$ cat config.mk
export PLATFORM = sky130hd
export DESIGN_NAME = shell_sort_engine_unit
export DESIGN_NICKNAME = d
export VERILOG_FILES = /design/src/hdl/sse_pkg.sv /design/src/hdl/sse_datapath.sv /design/src/hdl/shell_sort_engine_unit.sv
export SDC_FILE = /design/constraint.sdc
export NUM_CORES = 1
export LEC_CHECK = 0
export BUFFER_PORTS_ARGS = -buffer_cell sky130_fd_sc_hd__buf_2
export CORE_AREA = 2 2 216 218
export CTS_CLUSTER_SIZE = 14
export DETAILED_ROUTE_END_ITERATION = 6
export DIE_AREA = 0 0 218 220
export PLACE_DENSITY_LB_ADDON = 0.3
export SLEW_MARGIN = 40
export SYNTH_ARGS = -nofsm -noshare
export SYNTH_HDL_FRONTEND = slang
export SYNTH_SLANG_ARGS = --single-unit
$ cat constraint.sdc
create_clock -name i_clk -period 4.51 [get_ports i_clk]
set_clock_uncertainty 0.15 [all_clocks]
set_input_delay 0.451 -clock i_clk [delete_from_list [all_inputs] [get_ports i_clk]]
set_output_delay 0.451 -clock i_clk [all_outputs]
set_load 0.1 [all_outputs]
$ cat src/hdl/sse_pkg.sv
// Shared types and constants for the shell sort engine.
// Holds the microcode control word, datapath status flags and sizing constants.
// Used by sse_datapath and shell_sort_engine_unit; depends on nothing.
package sse_pkg;

    localparam int MAX_COUNT = 16;
    localparam int DATA_W    = 32;
    localparam int IDX_W     = $clog2(MAX_COUNT);
    localparam int CNT_W     = $clog2(MAX_COUNT + 1);
    localparam int H_W       = $clog2(3 * MAX_COUNT);
    localparam int STEP_W    = 5;

    localparam int DIV3_SH = 2 * H_W;
    localparam logic [DIV3_SH-1:0] DIV3_MUL = DIV3_SH'(((1 << DIV3_SH) + 2) / 3);

    typedef enum logic [1:0] {H_KEEP, H_ONE, H_GROW, H_DIV3} t_hop;
    typedef enum logic [1:0] {I_KEEP, I_FROM_H, I_INC} t_iop;
    typedef enum logic [1:0] {J_KEEP, J_FROM_I, J_SUB_H} t_jop;
    typedef enum logic [1:0] {RA_I, RA_JMH, RA_K} t_raddr;
    typedef enum logic [1:0] {W_NONE, W_MOVE, W_X} t_wop;
    typedef enum logic [1:0] {K_KEEP, K_CLR, K_INC} t_kop;

    typedef enum logic [3:0] {
        C_NEVER,
        C_ALWAYS,
        C_NOT_LAST_ACC,
        C_N_LT2,
        C_H_GE_N,
        C_H_LE1,
        C_I_GE_N,
        C_J_LT_H,
        C_NOT_GT,
        C_OUT_PEND,
        C_K_LT_N
    } t_cond;

    typedef struct packed {
        t_hop              hop;
        t_iop              iop;
        t_jop              jop;
        t_raddr            raddr;
        t_wop              wop;
        t_kop              kop;
        logic              x_load;
        logic              n_clr;
        logic              out_load;
        logic              in_rdy;
        t_cond             cond;
        logic [STEP_W-1:0] target;
    } t_ctrl;

    typedef struct packed {
        logic n_lt2;
        logic h_ge_n;
        logic h_le1;
        logic i_ge_n;
        logic j_lt_h;
        logic rd_gt_x;
        logic k_lt_n;
        logic k_last;
    } t_flags;

endpackage

$ cat src/hdl/sse_datapath.sv
// Datapath of the shell sort engine: element memory, gap and index registers.
// Executes one control word per cycle and reports status flags to the sequencer.
// Depends on sse_pkg.
module sse_datapath (
    input  logic                         i_clk,
    input  logic                         i_rst_n,
    input  sse_pkg::t_ctrl               i_cw,
    input  logic                         i_load_en,
    input  logic [sse_pkg::DATA_W-1:0]   i_load_value,
    output logic [sse_pkg::DATA_W-1:0]   o_rd_data,
    output sse_pkg::t_flags              o_flags
);

    logic [sse_pkg::DATA_W-1:0] r_mem [sse_pkg::MAX_COUNT];
    logic [sse_pkg::DATA_W-1:0] r_rd_data;
    logic [sse_pkg::DATA_W-1:0] r_x;
    logic [sse_pkg::CNT_W-1:0]  r_n, n_n;
    logic [sse_pkg::H_W-1:0]    r_h, n_h;
    logic [sse_pkg::CNT_W-1:0]  r_i, n_i;
    logic [sse_pkg::CNT_W-1:0]  r_j, n_j;
    logic [sse_pkg::CNT_W-1:0]  r_k, n_k;

    logic [sse_pkg::H_W-1:0]             n_ext;
    logic [sse_pkg::H_W-1:0]             j_ext;
    logic [sse_pkg::CNT_W-1:0]           h_c;
    logic [sse_pkg::CNT_W-1:0]           jmh;
    logic [3*sse_pkg::H_W-1:0]           div_prod;
    logic [sse_pkg::IDX_W-1:0]           rd_addr;
    logic                                room;
    logic                                we;
    logic [sse_pkg::IDX_W-1:0]           wr_addr;
    logic [sse_pkg::DATA_W-1:0]          wr_data;

    assign n_ext    = sse_pkg::H_W'(r_n);
    assign j_ext    = sse_pkg::H_W'(r_j);
    assign h_c      = r_h[sse_pkg::CNT_W-1:0];
    assign jmh      = r_j - h_c;
    assign div_prod = (3*sse_pkg::H_W)'(r_h) * (3*sse_pkg::H_W)'(sse_pkg::DIV3_MUL);
    assign room     = r_n < sse_pkg::CNT_W'(sse_pkg::MAX_COUNT);

    always_comb begin
        unique case (i_cw.hop)
            sse_pkg::H_ONE:  n_h = sse_pkg::H_W'(1);
            sse_pkg::H_GROW: n_h = (r_h << 1) + r_h + sse_pkg::H_W'(1);
            sse_pkg::H_DIV3: n_h = div_prod[sse_pkg::DIV3_SH +: sse_pkg::H_W];
            default:         n_h = r_h;
        endcase
        unique case (i_cw.iop)
            sse_pkg::I_FROM_H: n_i = h_c;
            sse_pkg::I_INC:    n_i = r_i + sse_pkg::CNT_W'(1);
            default:           n_i = r_i;
        endcase
        unique case (i_cw.jop)
            sse_pkg::J_FROM_I: n_j = r_i;
            sse_pkg::J_SUB_H:  n_j = jmh;
            default:           n_j = r_j;
        endcase
        unique case (i_cw.kop)
            sse_pkg::K_CLR: n_k = '0;
            sse_pkg::K_INC: n_k = r_k + sse_pkg::CNT_W'(1);
            default:        n_k = r_k;
        endcase
        unique case (i_cw.raddr)
            sse_pkg::RA_JMH: rd_addr = jmh[sse_pkg::IDX_W-1:0];
            sse_pkg::RA_K:   rd_addr = r_k[sse_pkg::IDX_W-1:0];
            default:         rd_addr = r_i[sse_pkg::IDX_W-1:0];
        endcase
        priority if (i_cw.n_clr) begin
            n_n = '0;
        end else if (i_load_en && room) begin
            n_n = r_n + sse_pkg::CNT_W'(1);
        end else begin
            n_n = r_n;
        end
        priority if (i_load_en) begin
            we      = room;
            wr_addr = r_n[sse_pkg::IDX_W-1:0];
            wr_data = i_load_value;
        end else begin
            we      = (i_cw.wop == sse_pkg::W_MOVE) || (i_cw.wop == sse_pkg::W_X);
            wr_addr = r_j[sse_pkg::IDX_W-1:0];
            wr_data = (i_cw.wop == sse_pkg::W_X) ? r_x : r_rd_data;
        end
    end

    always_ff @(posedge i_clk) begin
        if (!i_rst_n) begin
            r_n <= '0;
        end else begin
            r_n <= n_n;
        end
    end

    always_ff @(posedge i_clk) begin
        r_h <= n_h;
        r_i <= n_i;
        r_j <= n_j;
        r_k <= n_k;
        if (i_cw.x_load) begin
            r_x <= r_rd_data;
        end
    end

    always_ff @(posedge i_clk) begin
        if (we) begin
            r_mem[wr_addr] <= wr_data;
        end
        r_rd_data <= r_mem[rd_addr];
    end

    assign o_rd_data       = r_rd_data;
    assign o_flags.n_lt2   = r_n < sse_pkg::CNT_W'(2);
    assign o_flags.h_ge_n  = r_h >= n_ext;
    assign o_flags.h_le1   = r_h <= sse_pkg::H_W'(1);
    assign o_flags.i_ge_n  = r_i >= r_n;
    assign o_flags.j_lt_h  = j_ext < r_h;
    assign o_flags.rd_gt_x = $signed(r_rd_data) > $signed(r_x);
    assign o_flags.k_lt_n  = r_k < r_n;
    assign o_flags.k_last  = (r_k + sse_pkg::CNT_W'(1)) == r_n;

endmodule

$ cat src/hdl/shell_sort_engine_unit.sv
// Shell sort engine top level: microcode sequencer, stream ports, output register.
// After the word marked last, the first sorted word appears once the gapped
// insertion passes finish; each element move runs S_WHILE, S_CMP and S_MOVE.
// Throughput: 1 input word per cycle while loading; each output word steps
// through S_EREAD, S_EWAIT, S_EMIT and S_ENEXT, waiting in S_EWAIT while output is held.
// Reset: synchronous active low; clears the element count, the step counter and output valid.
module shell_sort_engine_unit (
    input  logic        i_clk,
    input  logic        i_rst_n,
    input  logic        i_s_axis_tvalid,
    output logic        o_s_axis_tready,
    input  logic [31:0] i_s_axis_tdata,   // value[31:0]
    input  logic        i_s_axis_tlast,   // last
    output logic        o_m_axis_tvalid,
    input  logic        i_m_axis_tready,
    output logic [31:0] o_m_axis_tdata,   // sorted_value[31:0]
    output logic        o_m_axis_tlast    // end_of_set
);

    localparam logic [sse_pkg::STEP_W-1:0] S_IDLE   = 5'd0;
    localparam logic [sse_pkg::STEP_W-1:0] S_INIT   = 5'd1;
    localparam logic [sse_pkg::STEP_W-1:0] S_GTEST  = 5'd2;
    localparam logic [sse_pkg::STEP_W-1:0] S_GROW   = 5'd3;
    localparam logic [sse_pkg::STEP_W-1:0] S_PASS   = 5'd4;
    localparam logic [sse_pkg::STEP_W-1:0] S_DIV    = 5'd5;
    localparam logic [sse_pkg::STEP_W-1:0] S_ISET   = 5'd6;
    localparam logic [sse_pkg::STEP_W-1:0] S_FOR    = 5'd7;
    localparam logic [sse_pkg::STEP_W-1:0] S_TAKEX  = 5'd8;
    localparam logic [sse_pkg::STEP_W-1:0] S_WHILE  = 5'd9;
    localparam logic [sse_pkg::STEP_W-1:0] S_CMP    = 5'd10;
    localparam logic [sse_pkg::STEP_W-1:0] S_MOVE   = 5'd11;
    localparam logic [sse_pkg::STEP_W-1:0] S_PLACE  = 5'd12;
    localparam logic [sse_pkg::STEP_W-1:0] S_EINIT  = 5'd13;
    localparam logic [sse_pkg::STEP_W-1:0] S_EREAD  = 5'd14;
    localparam logic [sse_pkg::STEP_W-1:0] S_EWAIT  = 5'd15;
    localparam logic [sse_pkg::STEP_W-1:0] S_EMIT   = 5'd16;
    localparam logic [sse_pkg::STEP_W-1:0] S_ENEXT  = 5'd17;
    localparam logic [sse_pkg::STEP_W-1:0] S_DONE   = 5'd18;

    function automatic sse_pkg::t_ctrl rom(input logic [sse_pkg::STEP_W-1:0] pc);
        sse_pkg::t_ctrl ctl;
        ctl = '{hop: sse_pkg::H_KEEP, iop: sse_pkg::I_KEEP, jop: sse_pkg::J_KEEP,
                raddr: sse_pkg::RA_I, wop: sse_pkg::W_NONE, kop: sse_pkg::K_KEEP,
                x_load: 1'b0, n_clr: 1'b0, out_load: 1'b0, in_rdy: 1'b0,
                cond: sse_pkg::C_NEVER, target: S_IDLE};
        unique case (pc)
            S_IDLE: begin
                ctl.in_rdy = 1'b1;
                ctl.cond   = sse_pkg::C_NOT_LAST_ACC;
                ctl.target = S_IDLE;
            end
            S_INIT: begin
                ctl.hop    = sse_pkg::H_ONE;
                ctl.cond   = sse_pkg::C_N_LT2;
                ctl.target = S_EINIT;
            end
            S_GTEST: begin
                ctl.cond   = sse_pkg::C_H_GE_N;
                ctl.target = S_PASS;
            end
            S_GROW: begin
                ctl.hop    = sse_pkg::H_GROW;
                ctl.cond   = sse_pkg::C_ALWAYS;
                ctl.target = S_GTEST;
            end
            S_PASS: begin
                ctl.cond   = sse_pkg::C_H_LE1;
                ctl.target = S_EINIT;
            end
            S_DIV: begin
                ctl.hop = sse_pkg::H_DIV3;
            end
            S_ISET: begin
                ctl.iop = sse_pkg::I_FROM_H;
            end
            S_FOR: begin
                ctl.raddr  = sse_pkg::RA_I;
                ctl.cond   = sse_pkg::C_I_GE_N;
                ctl.target = S_PASS;
            end
            S_TAKEX: begin
                ctl.x_load = 1'b1;
                ctl.jop    = sse_pkg::J_FROM_I;
            end
            S_WHILE: begin
                ctl.raddr  = sse_pkg::RA_JMH;
                ctl.cond   = sse_pkg::C_J_LT_H;
                ctl.target = S_PLACE;
            end
            S_CMP: begin
                ctl.raddr  = sse_pkg::RA_JMH;
                ctl.cond   = sse_pkg::C_NOT_GT;
                ctl.target = S_PLACE;
            end
            S_MOVE: begin
                ctl.wop    = sse_pkg::W_MOVE;
                ctl.jop    = sse_pkg::J_SUB_H;
                ctl.cond   = sse_pkg::C_ALWAYS;
                ctl.target = S_WHILE;
            end
            S_PLACE: begin
                ctl.wop    = sse_pkg::W_X;
                ctl.iop    = sse_pkg::I_INC;
                ctl.cond   = sse_pkg::C_ALWAYS;
                ctl.target = S_FOR;
            end
            S_EINIT: begin
                ctl.kop = sse_pkg::K_CLR;
            end
            S_EREAD: begin
                ctl.raddr = sse_pkg::RA_K;
            end
            S_EWAIT: begin
                ctl.raddr  = sse_pkg::RA_K;
                ctl.cond   = sse_pkg::C_OUT_PEND;
                ctl.target = S_EWAIT;
            end
            S_EMIT: begin
                ctl.raddr    = sse_pkg::RA_K;
                ctl.out_load = 1'b1;
                ctl.kop      = sse_pkg::K_INC;
            end
            S_ENEXT: begin
                ctl.cond   = sse_pkg::C_K_LT_N;
                ctl.target = S_EREAD;
            end
            S_DONE: begin
                ctl.n_clr  = 1'b1;
                ctl.cond   = sse_pkg::C_ALWAYS;
                ctl.target = S_IDLE;
            end
            default: begin
                ctl.cond   = sse_pkg::C_ALWAYS;
                ctl.target = S_IDLE;
            end
        endcase
        return ctl;
    endfunction

    logic [sse_pkg::STEP_W-1:0] r_pc, n_pc;
    logic                       r_out_valid;
    logic [31:0]                r_out_data;
    logic                       r_out_last;

    sse_pkg::t_ctrl             cw;
    sse_pkg::t_flags            flags;
    logic [sse_pkg::DATA_W-1:0] rd_data;
    logic                       in_acc;
    logic                       out_pend;
    logic                       take;

    assign cw       = rom(r_pc);
    assign in_acc   = i_s_axis_tvalid && cw.in_rdy;
    assign out_pend = r_out_valid && !i_m_axis_tready;

    sse_datapath u_dp (
        .i_clk        (i_clk),
        .i_rst_n      (i_rst_n),
        .i_cw         (cw),
        .i_load_en    (in_acc),
        .i_load_value (i_s_axis_tdata),
        .o_rd_data    (rd_data),
        .o_flags      (flags)
    );

    always_comb begin
        unique case (cw.cond)
            sse_pkg::C_ALWAYS:       take = 1'b1;
            sse_pkg::C_NOT_LAST_ACC: take = !(in_acc && i_s_axis_tlast);
            sse_pkg::C_N_LT2:        take = flags.n_lt2;
            sse_pkg::C_H_GE_N:       take = flags.h_ge_n;
            sse_pkg::C_H_LE1:        take = flags.h_le1;
            sse_pkg::C_I_GE_N:       take = flags.i_ge_n;
            sse_pkg::C_J_LT_H:       take = flags.j_lt_h;
            sse_pkg::C_NOT_GT:       take = !flags.rd_gt_x;
            sse_pkg::C_OUT_PEND:     take = out_pend;
            sse_pkg::C_K_LT_N:       take = flags.k_lt_n;
            default:                 take = 1'b0;
        endcase
        n_pc = take ? cw.target : r_pc + sse_pkg::STEP_W'(1);
    end

    always_ff @(posedge i_clk) begin
        if (!i_rst_n) begin
            r_pc        <= S_IDLE;
            r_out_valid <= 1'b0;
        end else begin
            r_pc <= n_pc;
            if (cw.out_load) begin
                r_out_valid <= 1'b1;
            end else if (i_m_axis_tready) begin
                r_out_valid <= 1'b0;
            end
        end
    end

    always_ff @(posedge i_clk) begin
        if (cw.out_load) begin
            r_out_data <= rd_data;
            r_out_last <= flags.k_last;
        end
    end

    assign o_s_axis_tready = cw.in_rdy;
    assign o_m_axis_tvalid = r_out_valid;
    assign o_m_axis_tdata  = r_out_data;
    assign o_m_axis_tlast  = r_out_last;

    a_emit_slot_free: assert property (@(posedge i_clk) disable iff (!i_rst_n)
        (r_pc == S_EMIT) |-> !r_out_valid)
        else $error("output register still busy when a sorted word is loaded");

    a_valid_source: assert property (@(posedge i_clk) disable iff (!i_rst_n)
        $rose(r_out_valid) |-> $past(r_pc == S_EMIT))
        else $error("output word raised outside the emit step");

    a_pc_range: assert property (@(posedge i_clk) disable iff (!i_rst_n)
        r_pc <= S_DONE)
        else $error("step counter left the program");

endmodule
### Yosys cells after proc, flatten, opt, wreduce, memory -nomap -nowiden

Memory sizes are Yosys's and may differ from the RTL's. A register that Yosys moved wholly into a read port is not among the register bits.
Index checks and enable logic that the tools add are counted.

| word-level totals | value |
|---|---|
| word-level logic and storage cells | 114 |
| register bits after elaboration | 97 |
| bits in writable memories | 512 |
| output and inout port bits | 35 |
| memories kept | 1 |

| cells by class | value |
|---|---|
| bitwise gates (word level) | 1 |
| mux-type cells | 26 |
| reductions and logical operators | 18 |
| $lt $le $gt $ge | 8 |
| $mul | 1 |
| eq/ne operators | 42 |
| add/sub/neg operators | 7 |

Memories:

| memory | depth | width | rd ports | clocked after Yosys merged registers in | write ports | RTL line | source |
|---|---|---|---|---|---|---|---|
| u_dp.r_mem | 16 | 32 | 1 | 1 | 1 | sse_datapath.sv:14 | `logic [sse_pkg::DATA_W-1:0] r_mem [sse_pkg::MAX_COUNT];` |

Operator list:

| kind | number |
|---|---|
| $pmux W9 S13 | 1 |
| $mux W32 | 2 |
| $eq A5 B4 Y1 const B | 8 |
| $gt A32 B32 Y1 | 1 |
| $pmux W5 S2 | 3 |
| $add A5 B1 Y5 const B | 4 |
| $eq A5 B3 Y1 const B | 4 |
| $pmux W2 S2 | 5 |
| $pmux W6 S3 | 1 |
| $eq A4 B3 Y1 const B | 4 |
| $mul A6 B10 Y16 const B | 1 |
| $eq A5 B5 Y1 const B | 3 |
| $eq A2 B2 Y1 const B | 7 |
| $eq A2 B1 Y1 const B | 6 |
| $eq A4 B4 Y1 const B | 3 |
| $eq A5 B2 Y1 const B | 2 |
| $pmux W1 S10 | 1 |
| $mux W1 | 9 |
| $eq A4 B2 Y1 const B | 2 |
| $pmux W4 S2 | 1 |
| $reduce_bool A2 Y1 | 4 |
| $add A6 B1 Y6 const B | 1 |
| $add A6 B6 Y6 | 1 |
| $ge A6 B5 Y1 | 1 |
| other kinds (22) | 28 |

### Logic depth before layout (Yosys ltp)

Gate-level depths: netlist of the first run.

| logic depth | value |
|---|---|
| word-level depth | 7 |
| depth in mapped cells | 16 |
| gate-level depth less buffers | 14 |

### By module

From an unflattened synthesis of the first run, not the netlist that was laid out.

| unflattened totals | value |
|---|---|
| cell total of the unflattened synthesis | 1551 |
| area, all modules | 27433.8 µm² |

Modules (own cells, without submodules):

| module | sequential area each (µm²) | area an instance (µm²) | cells an instance | times used |
|---|---|---|---|---|
| sse_datapath | 17707.0 | 25499.5 | 1387 | 1 |
| shell_sort_engine_unit | 1111.1 | 1934.4 | 164 | 1 |

### Least setup slack after synthesis of the first run

No wires, ideal clock.

| timing | value |
|---|---|
| kind | flip-flop to flip-flop |
| start | reg r_pc[0] in the netlist's numbering |
| end | mem u_dp.r_mem[13][0] in the netlist's numbering (enable) |
| period minus slack after synthesis | 5.697 ns |
| cell stages (with the launch flop) | 10 |
| arrival | 5.126 ns |
| slack | -1.187 ns |
| cells stage by stage | dfxtp_1 inv_1 ha_1 nand2b_1 nor3_1 nand2_1 clkbuf_1 a21oi_1 o21ai_0 nor2_1 |

| on the way | value |
|---|---|
| elaborated cells on any way between the ends | 13 |

RTL lines:

| item | RTL line | source |
|---|---|---|
| start: declaration | shell_sort_engine_unit.sv:140 | `logic [sse_pkg::STEP_W-1:0] r_pc, n_pc;` |
| start signal: assignment | shell_sort_engine_unit.sv:188 | `r_pc <= n_pc;` |
| $logic_not A5 Y1 (*) | shell_sort_engine_unit.sv:46 | `unique case (pc)` |
| $mux W1 (*) | shell_sort_engine_unit.sv:46 |  |
| via o_s_axis_tready | shell_sort_engine_unit.sv:11 | `output logic o_s_axis_tready,` |
| $logic_and A1 B1 Y1 (*) | shell_sort_engine_unit.sv:153 | `assign in_acc = i_s_axis_tvalid && cw.in_rdy;` |
| $mux W1 | sse_datapath.sv:75 | `priority if (i_load_en) begin` |
| $mux W1 | sse_datapath.sv:105 | `if (we) begin` |
| $mux W1 (implied by the code) | sse_datapath.sv:106 | `r_mem[wr_addr] <= wr_data;` |
| end: declaration | sse_datapath.sv:14 |  |

Mark *: on every way through the listed nets, which the timed path passes. The rest lies on a longest branch.

### Final worst setup path of the first run

| timing | value |
|---|---|
| start | reg r_pc[0] in the netlist's numbering |
| end | reg u_dp.r_rd_data, in the netlist u_dp.o_rd_data[25] (read register of u_dp.r_mem) |

| on the way | value |
|---|---|
| cells in the longest elaborated chain, start to end | 5 |
| elaborated cells on any way between the ends | 11 |

RTL lines:

| item | RTL line | source |
|---|---|---|
| $eq A5 B5 Y1 or $eq A5 B4 Y1 (tied branches) | shell_sort_engine_unit.sv:46 |  |
| $reduce_or A3 Y1 (no source line) or $reduce_or A2 Y1 (tied branches) | -- |  |
| $pmux W2 S2 (*) | shell_sort_engine_unit.sv:46 |  |
| $eq A2 B2 Y1 or $eq A2 B1 Y1 (tied branches) | sse_datapath.sv:63 | `unique case (i_cw.raddr)` |
| $pmux W4 S2 (*) | sse_datapath.sv:63 |  |
| end: declaration | sse_datapath.sv:15 | `logic [sse_pkg::DATA_W-1:0] r_rd_data;` |

Mark *: on every way between the ends. The rest lies on a longest branch, timed or not.
A chain may end at the register's enable or synchronous reset.

==> summary.txt, run 1 <==
Pwr
  • Pwr per Cell Area: 645.8 nW/µm²
  • Worst vdd rail ir drop: 0.3675 mV
  • Leak pwr: 10.73 nW
  • Total power consumption of the routed design: 20.11 mW

Cells and area
  • Finished Layout Cells: 2368
  • Post-layout util: 67.90%
  • Signed area change from the synthesized netlist to the final layout: 14.41%
  • Multi-input gate area: 7970 µm²
  • Fraction of layout instances using a drive strength above 1: 24.38%
  • Net count reported at finish: 1854
  • # fillers: 2914
  • Seq. cell area: 18820 µm²

Global routing
  • Tot GR Track Use: 26.25%
  • Global-route wire length before repair: 92030 µm
  • Antenna violations before repair: 1
  • Number of global-route vias before repair: 15190
  • Aggregate global routing overflow: 0
  • Largest net degree at the start of global routing: 75

Worst setup path
  • Sequence of cells on the critical path: inv_1 -> ha_1 -> nor2b_1 -> nand3_1 -> o21ai_0 -> ha_2 -> a21oi_1 -> a21oi_4 -> buf_12 -> buf_4 -> mux4_2 -> nor2b_1 -> a211oi_1 -> a21oi_1
  • Reg2Reg Setup Slack: 0.37 ns
  • Critical path peak fanout: 15
  • Critical Path Slowest Stage Cell: sky130_fd_sc_hd__ha_2
  • Cell family with most CP delay: adder cells
  • Worst path max stage delay: 0.55 ns
  • Combined buffer and inverter count along the critical path: 3
  • Critical path start-end classification: reg2reg
  • Crit path required time: 4.82 ns
  • Data arrival, critical path: 4.45 ns
  • Critical path capture point type: flip-flop
  • Startpoint type of the worst setup path: flip-flop

Route
  • Pre-antenna DRT Iters: 5
  • Detailed Route Iter0 Violations: 1678
  • Via count: 14890
  • Final wirelength: 61250 µm
  • Wire length per cell: 25.87 µm
  • Post-detailed-route DRC marker count: 0
  • Antenna violation net count after detailed routing: 0
  • Vias per std cell: 6.288

Yosys
  • Synthesized area per cell: 17.44 µm²
  • Synthesis warning total: 0
  • Synthesized Nets: 1704
  • Count leader, synth: sky130_fd_sc_hd__edfxtp_1
  • Post-Syn Area: 27220 µm²
  • Number of storage elements in the synthesis netlist: 641
  • Synth area leader: sky130_fd_sc_hd__edfxtp_1
  • Fraction of the yosys area taken by sequential cells: 69.13%
  • Post-Syn Instances: 1561
  • Number of flops mapped to enable cells by yosys: 598
  • Most used DFF post-synth: sky130_fd_sc_hd__edfxtp_1
  • Fraction of registers with async set or reset after synthesis: 0%
  • Top cell types by occurrence after synthesis: sky130_fd_sc_hd__edfxtp_1, sky130_fd_sc_hd__mux4_2, sky130_fd_sc_hd__ha_1, sky130_fd_sc_hd__inv_1, sky130_fd_sc_hd__mux2i_1
  • Biggest area contributors in the synthesized netlist: sky130_fd_sc_hd__edfxtp_1, sky130_fd_sc_hd__mux4_2, sky130_fd_sc_hd__ha_1
  • Number of distinct standard cells referenced by the synthesized netlist: 73
  • Yosys top cell area share: 65.97%

Clock network
  • Clock slew at reported path FFs: 0.06 ns
  • TritonCTS clock tree: yes
  • Num Clock Sinks: 641
  • Maximum level of the CTS H-tree: 3
  • Max clock buf depth: 3
  • Root buffer cell: sky130_fd_sc_hd__clkbuf_16
  • Source-to-sink clock delay at the later pin of the worst-skew pair: 0.59 ns
  • Clock buffer count from CTS: 66
  • Post-CTS setup repair buffer count: 0

Floorplanning
  • Starting density of the core: 59.35%
  • Number of placement rows: 79
  • Die Area: 47960 µm²
  • Top Ports: 72
  • Placeable core region: 45860 µm²
  • Horizontal extent of the die: 218 µm
  • Vertical die dimension: 220 µm

Placed design
  • Count of buffers from port buffering: 71
  • Cell total after placement: 2247
  • Post-DP HPWL: 35720 µm
  • Global placer's final weighted congestion: 0.8568

STA
  • Tmin final: 4.138 ns
  • RSZ-0062 raised after global routing: false
  • Slew HR: 42.22%
  • Setup Viol. Count Final: 0
  • Pins Over Slew Limit: 0
  • Final Hold Viols: 0
  • Crit share post-route: 91.76%
  • Aggregate negative setup slack: 0 ns
  • Worst slew pin tran: 0.8576 ns
  • Fmax: 0.2416 GHz

Status
  • Run status: complete, no violations

Hold path
  • Worst hold-check path type: in2reg

Flow run
  • Max-capacitance violation count: 0
-- sequential cells by signal (all words and copies together), names as in the netlist --
register / flops
r_pc: 5
u_dp.r_k: 5
u_dp.o_rd_data: 32
u_dp.r_n: 5
u_dp.r_mem: 512
o_m_axis_tlast: 1
u_dp.r_i: 5
o_m_axis_tvalid: 1
u_dp.r_x: 32
o_m_axis_tdata: 32
u_dp.r_j: 5
u_dp.r_h: 6
-- path summary, 6_finish.rpt --
path	from	endpoint	cells past startpoint
min reg2reg	u_dp.o_rd_data[6]	o_m_axis_tdata[6]	0
max	r_pc[0]	u_dp.o_rd_data[25]	14
min	i_s_axis_tdata[21]	u_dp.r_mem[5][21]	4
max reg2reg	r_pc[0]	u_dp.o_rd_data[25]	14
-- logic make-up after synthesis --
family | Yosys count | synth area share [%]
buffers and inverters | 152 | 2.390
and+or+nand+nor | 210 | 3.870
adders and majority gates | 106 | 5.121
AOI/OAI and AO/OA | 226 | 5.373
DFF | 641 | 69.13
muxes | 201 | 13.31
xor gates and xnor gates | 25 | 0.8044
-- power breakdown --
part           switching (mW)  leakage (nW)  total (mW)  internal, mW
registers               0.443          5.75        8.68          8.23
logic                    3.76          3.93        6.10          2.34
clock network            2.23          1.04        5.33          3.10
-- stage by stage --
stage | cell area (µm²) | worst slack [ns] | hold WS [ns]
finish | 31140 | 0.3718 | 0.2037
global route | 31140 | 0.1077 | 0.2230
CTS | 31100 | 0.2518 | 0.1805
detailed placement | 28970 | 0.2981 | 0.3378
global placement | 28950 | 0.4568 | 0.3269
floorplan | 27230 | -0.2498 | 0.2968
-- worst min-delay path: stages --
cell,delay (ns)
sky130_fd_sc_hd__buf_2,0.08
sky130_fd_sc_hd__nand2_1,0.04
sky130_fd_sc_hd__o21ai_0,0.06
sky130_fd_sc_hd__buf_4,0.19
-- metal layers --
layer	global-route usage [%]	vias up	share of wire, %
li1	-	6467	-
met1	36.04	7569	40
met2	42.08	725	48
met3	5.204	128	8.8
met4	9.955	0	2.9
met5	0	-	0
-- what timing repair did --
| item | 4_1_cts | 5_1_grt |
|---|---|---|
| resized for setup | 0 | 1 |
| hold buffers | 2 | 0 |
| endpoints found under the hold margin | 2 | 0 |
| setup endpoints to repair | 0 | 8 |
-- cells in the final DEF (no fill, tap or decap), types with 37 or more instances in the layout --
cell / n
sky130_fd_sc_hd__dfxtp_1: 43
sky130_fd_sc_hd__nand2_1: 56
sky130_fd_sc_hd__o21ai_0: 47
sky130_fd_sc_hd__nor2b_1: 37
sky130_fd_sc_hd__mux2i_1: 69
sky130_fd_sc_hd__edfxtp_1: 598
sky130_fd_sc_hd__buf_2: 71
sky130_fd_sc_hd__mux4_2: 128
sky130_fd_sc_hd__buf_4: 61
sky130_fd_sc_hd__clkbuf_16: 67
sky130_fd_sc_hd__a21oi_1: 64
sky130_fd_sc_hd__ha_1: 95
sky130_fd_sc_hd__inv_1: 79
-- layout make-up --
class | instances | share of cell area, %
clock buffer | 84 | 5.878
antenna | 1 | 0.008035
inverter | 83 | 1.012
sequential | 641 | 60.43
multi-input combinational | 768 | 25.59
timing repair buffer | 151 | 3.753
clock inverter | 33 | 0.8919
tap | 607 | 2.439
(Power assumes the default switching activity.)
==> run 2, diff against run 1 <==
Settings changed: RECOVER_POWER from default to 25, SLEW_MARGIN 40 to 20.
==> run 2 against run 1 <==
Net effect:
- the flow now finishes with violations (max-capacitance violations, max-slew violations)
- clock power decreased by 1%
- utilization fell by 0.47 points
- routed wire length shrank 1.6%
- count of clock-buffer cells in the layout grew 11
- sequential power barely moved
- cell count hardly changed
- fmax up 0.16%
- setup slack better by 0.0065 ns
- combinational power shrank 2%
- via count fell by 0.39%
- first-iteration DRC count increased by 1.6%
- total power decreased by 1.0%
- critical path type unchanged
- critical endpoint is now u_dp.r_mem[2][17]
- largest power group unchanged
- highest routed layer unchanged
==> summary.txt, run 2 (synthesis gave the netlist of run 1 again) <==
Status
  • Run status: complete, but fails checks
  • Failing checks: max-capacitance violations, max-slew violations

Global routing
  • Largest net degree at the start of global routing: 75 (unchanged)
  • Aggregate global routing overflow: 0 (unchanged)
  • Global-route wire length before repair: 90820 µm (-1.3%)
  • Number of global-route vias before repair: 15210 (+0.086%)
  • Tot GR Track Use: 25.86% (-0.39 points)
  • Antenna violations before repair: 1 (unchanged)

Worst setup path
  • Sequence of cells on the critical path: inv_1 -> ha_1 -> nand2b_1 -> nor3_1 -> nand2_1 -> nor2_1 -> a21o_1 -> nand2b_1 -> nor2_4 -> buf_4
  • Combined buffer and inverter count along the critical path: 2 (-1)
  • R2R depth: 10 (-4)
  • Dominant cell type by count on the critical path: sky130_fd_sc_hd__nand2b_1
  • Critical path peak fanout: 22 (+7)
  • Critical Path Slowest Stage Cell: sky130_fd_sc_hd__nor2_4
  • Startpoint type of the worst setup path: flip-flop
  • Critical path capture point type: flip-flop
  • Worst path max stage delay: 0.54 ns (about the same)
  • Cell family with most CP delay: simple AND/OR/NAND/NOR gates
  • Crit path required time: 4.56 ns (-0.26 ns)
  • Critical path start-end classification: reg2reg
  • Total number of cells along the worst setup path: 10 (-4)
  • Data arrival, critical path: 4.19 ns (-0.26 ns)

Pwr
  • Pwr per Cell Area: 643.8 nW/µm² (-0.31%)
  • Leak pwr: 10.53 nW (-1.8%)
  • Worst vdd rail ir drop: 0.4456 mV (+21%)

Route
  • Detailed Route Iter0 Violations: 1705 (+1.6%)
  • Post-detailed-route DRC marker count: 0 (unchanged)
  • Vias per std cell: 6.268 (-0.31%)
  • Wire length per cell: 25.48 µm (-1.5%)
  • Final wirelength: 60280 µm (-1.6%)
  • Via count: 14830 (-0.39%)
  • Pre-antenna DRT Iters: 6 (+1)
  • Antenna violation net count after detailed routing: 0 (unchanged)

Cells and area
  • Post-layout util: 67.43% (-0.47 points)
  • Non-Filler Cell Area, Final: 30930 µm² (-0.70%)
  • Register name with the most flops: u_dp.r_mem
  • Top library cells by usage in the layout, fill and taps aside: sky130_fd_sc_hd__edfxtp_1, sky130_fd_sc_hd__mux4_2, sky130_fd_sc_hd__ha_1
  • Max FFs per register: 512 (unchanged)
  • # fillers: 2970 (+1.9%)
  • Fraction of layout instances using a drive strength above 1: 20.65% (-3.7 points)
  • Signed area change from the synthesized netlist to the final layout: 13.62%
  • Most frequent standard cell in the layout excluding fill and tap cells: sky130_fd_sc_hd__edfxtp_1
  • Net count reported at finish: 1851 (-0.16%)

Clock network
  • Maximum level of the CTS H-tree: 3 (unchanged)
  • Source-to-sink clock delay at the later pin of the worst-skew pair: 0.58 ns (about the same)
  • TritonCTS clock tree: yes
  • Root buffer cell: sky130_fd_sc_hd__clkbuf_16
  • Num Clock Sinks: 641 (unchanged)
  • Clock slew at reported path FFs: 0.06 ns (about the same)
  • Max clock buf depth: 3 (unchanged)
  • Clock buffer count from CTS: 66 (unchanged)
  • Hold bufs inserted after CTS: 0 (-2)

STA
  • Fmax: 0.2420 GHz (+0.16%)
  • Pins Over Slew Limit: 71 (+71)
  • Worst slack on hold paths: 0.03094 ns (-0.1727 ns)
  • Setup Viol. Count Final: 0 (unchanged)
  • Tmin final: 4.132 ns (-0.006471 ns)
  • Crit share post-route: 91.61% (-0.14 points)
  • Slew HR: -27.99% (-70 points)
  • Final Hold Viols: 0 (unchanged)
  • RSZ-0062 raised after global routing: false
  • Worst slew pin tran: 1.918 ns (+1.060 ns)

Floorplanning
  • Die Area: 47960 µm² (unchanged)
  • Vertical die dimension: 220 µm (unchanged)
  • Top Ports: 72 (unchanged)
  • Horizontal extent of the die: 218 µm (unchanged)
  • Number of placement rows: 79 (unchanged)
  • Placeable core region: 45860 µm² (unchanged)
  • Starting density of the core: 59.35% (unchanged)

Placed design
  • Count of buffers from port buffering: 71 (unchanged)
  • Global placer's final weighted congestion: 0.8568 (unchanged)
  • Post-DP HPWL: 35630 µm (-0.27%)
  • Total cell area at the placement stage: 28950 µm² (about the same)

Flow run
  • Max-capacitance violation count: 2 (+2)

Hold path
  • Worst hold-check path type: in2reg
  • Hold Path Cell Cnt: 4 (unchanged)
-- run 2: cell types whose count changed in the layout (fill, tap and decap cells not counted), moves of 4 or more --
cell / before / now
sky130_fd_sc_hd__buf_2: 71 / 36
sky130_fd_sc_hd__buf_4: 61 / 50
sky130_fd_sc_hd__clkbuf_1: 8 / 68
sky130_fd_sc_hd__clkbuf_8: 9 / 4
sky130_fd_sc_hd__clkinv_1: 14 / 7
sky130_fd_sc_hd__o21ai_1: 3 / 7
sky130_fd_sc_hd__o21ai_2: 4 / 0
-- run 2: worst reg2reg max path, delay by kind of cell (launching register included) --
kind | cells | cell delay [ns]
buffers and inverters | 2 | 0.63
AOI/OAI and AO/OA | 1 | 0.19
adders and majority gates | 1 | 0.29
DFF | 1 | 0.36
and+or+nand+nor | 6 | 2.11
-- run 2: path summary, 6_finish.rpt --
path / to / startpoint / slack [ns]
max: u_dp.r_mem[2][17] / r_pc[0] / 0.38
min: o_m_axis_tvalid / i_m_axis_tready / 0.03
max reg2reg: u_dp.r_mem[2][17] / r_pc[0] / 0.38
min reg2reg: u_dp.r_x[6] / u_dp.o_rd_data[6] / 0.35
-- run 2: cell type report --
cell class                      count  area, µm²  area share (%)
Antenna cell                        1      2.502        0.008092
Clock buffer                       95       1864           6.028
Clock inverter                     23      207.7          0.6716
Inverter                           83      311.5           1.007
Multi-Input combinational cell    768       7914           25.59
Sequential cell                   641      18820           60.85
Tap cell                          607      759.5           2.456
Timing Repair Buffer              148       1049           3.390
-- run 2: what timing repair did --
item                                    4_1_cts  5_1_grt
hold endpoints to repair                      0        0
gates resized for setup                       0        1
endpoints found under the setup margin        0        2
buffers inserted                              0        0
-- run 2: power breakdown --
part / internal (mW) / leakage [nW] / switching [mW] / total (mW)
Clock: 3.06 / 1.01 / 2.20 / 5.26
Combinational: 2.27 / 3.77 / 3.70 / 5.97
Sequential: 8.25 / 5.75 / 0.434 / 8.68
Total: 13.6 / 10.5 / 6.34 / 19.9
-- run 2: per-layer routing --
| metal | up-vias | track usage (%) | part of all wire (%) | wire length [µm] |
|---|---|---|---|---|
| met2 | 685 | 41.47 | 48 | 28890 |
| met1 | 7530 | 35.55 | 40 | 24180 |
| met5 | - | 0 | 0 | 0 |
| met4 | 0 | 9.887 | 3.0 | 1806 |
| li1 | 6480 | - | - | - |
| met3 | 136 | 5.010 | 8.9 | 5394 |
-- run 2: metrics by stage --
stage,power (mW),cells,setup WS (ns),TNS [ns]
floorplan,12.71,1561,-0.2498,-87.42
global placement,14.48,2247,0.4568,0
detailed placement,14.76,2247,0.3466,0
CTS,20.02,2365,0.2854,0
global route,20.91,2365,0.05862,0
finish,19.91,2366,0.3782,0
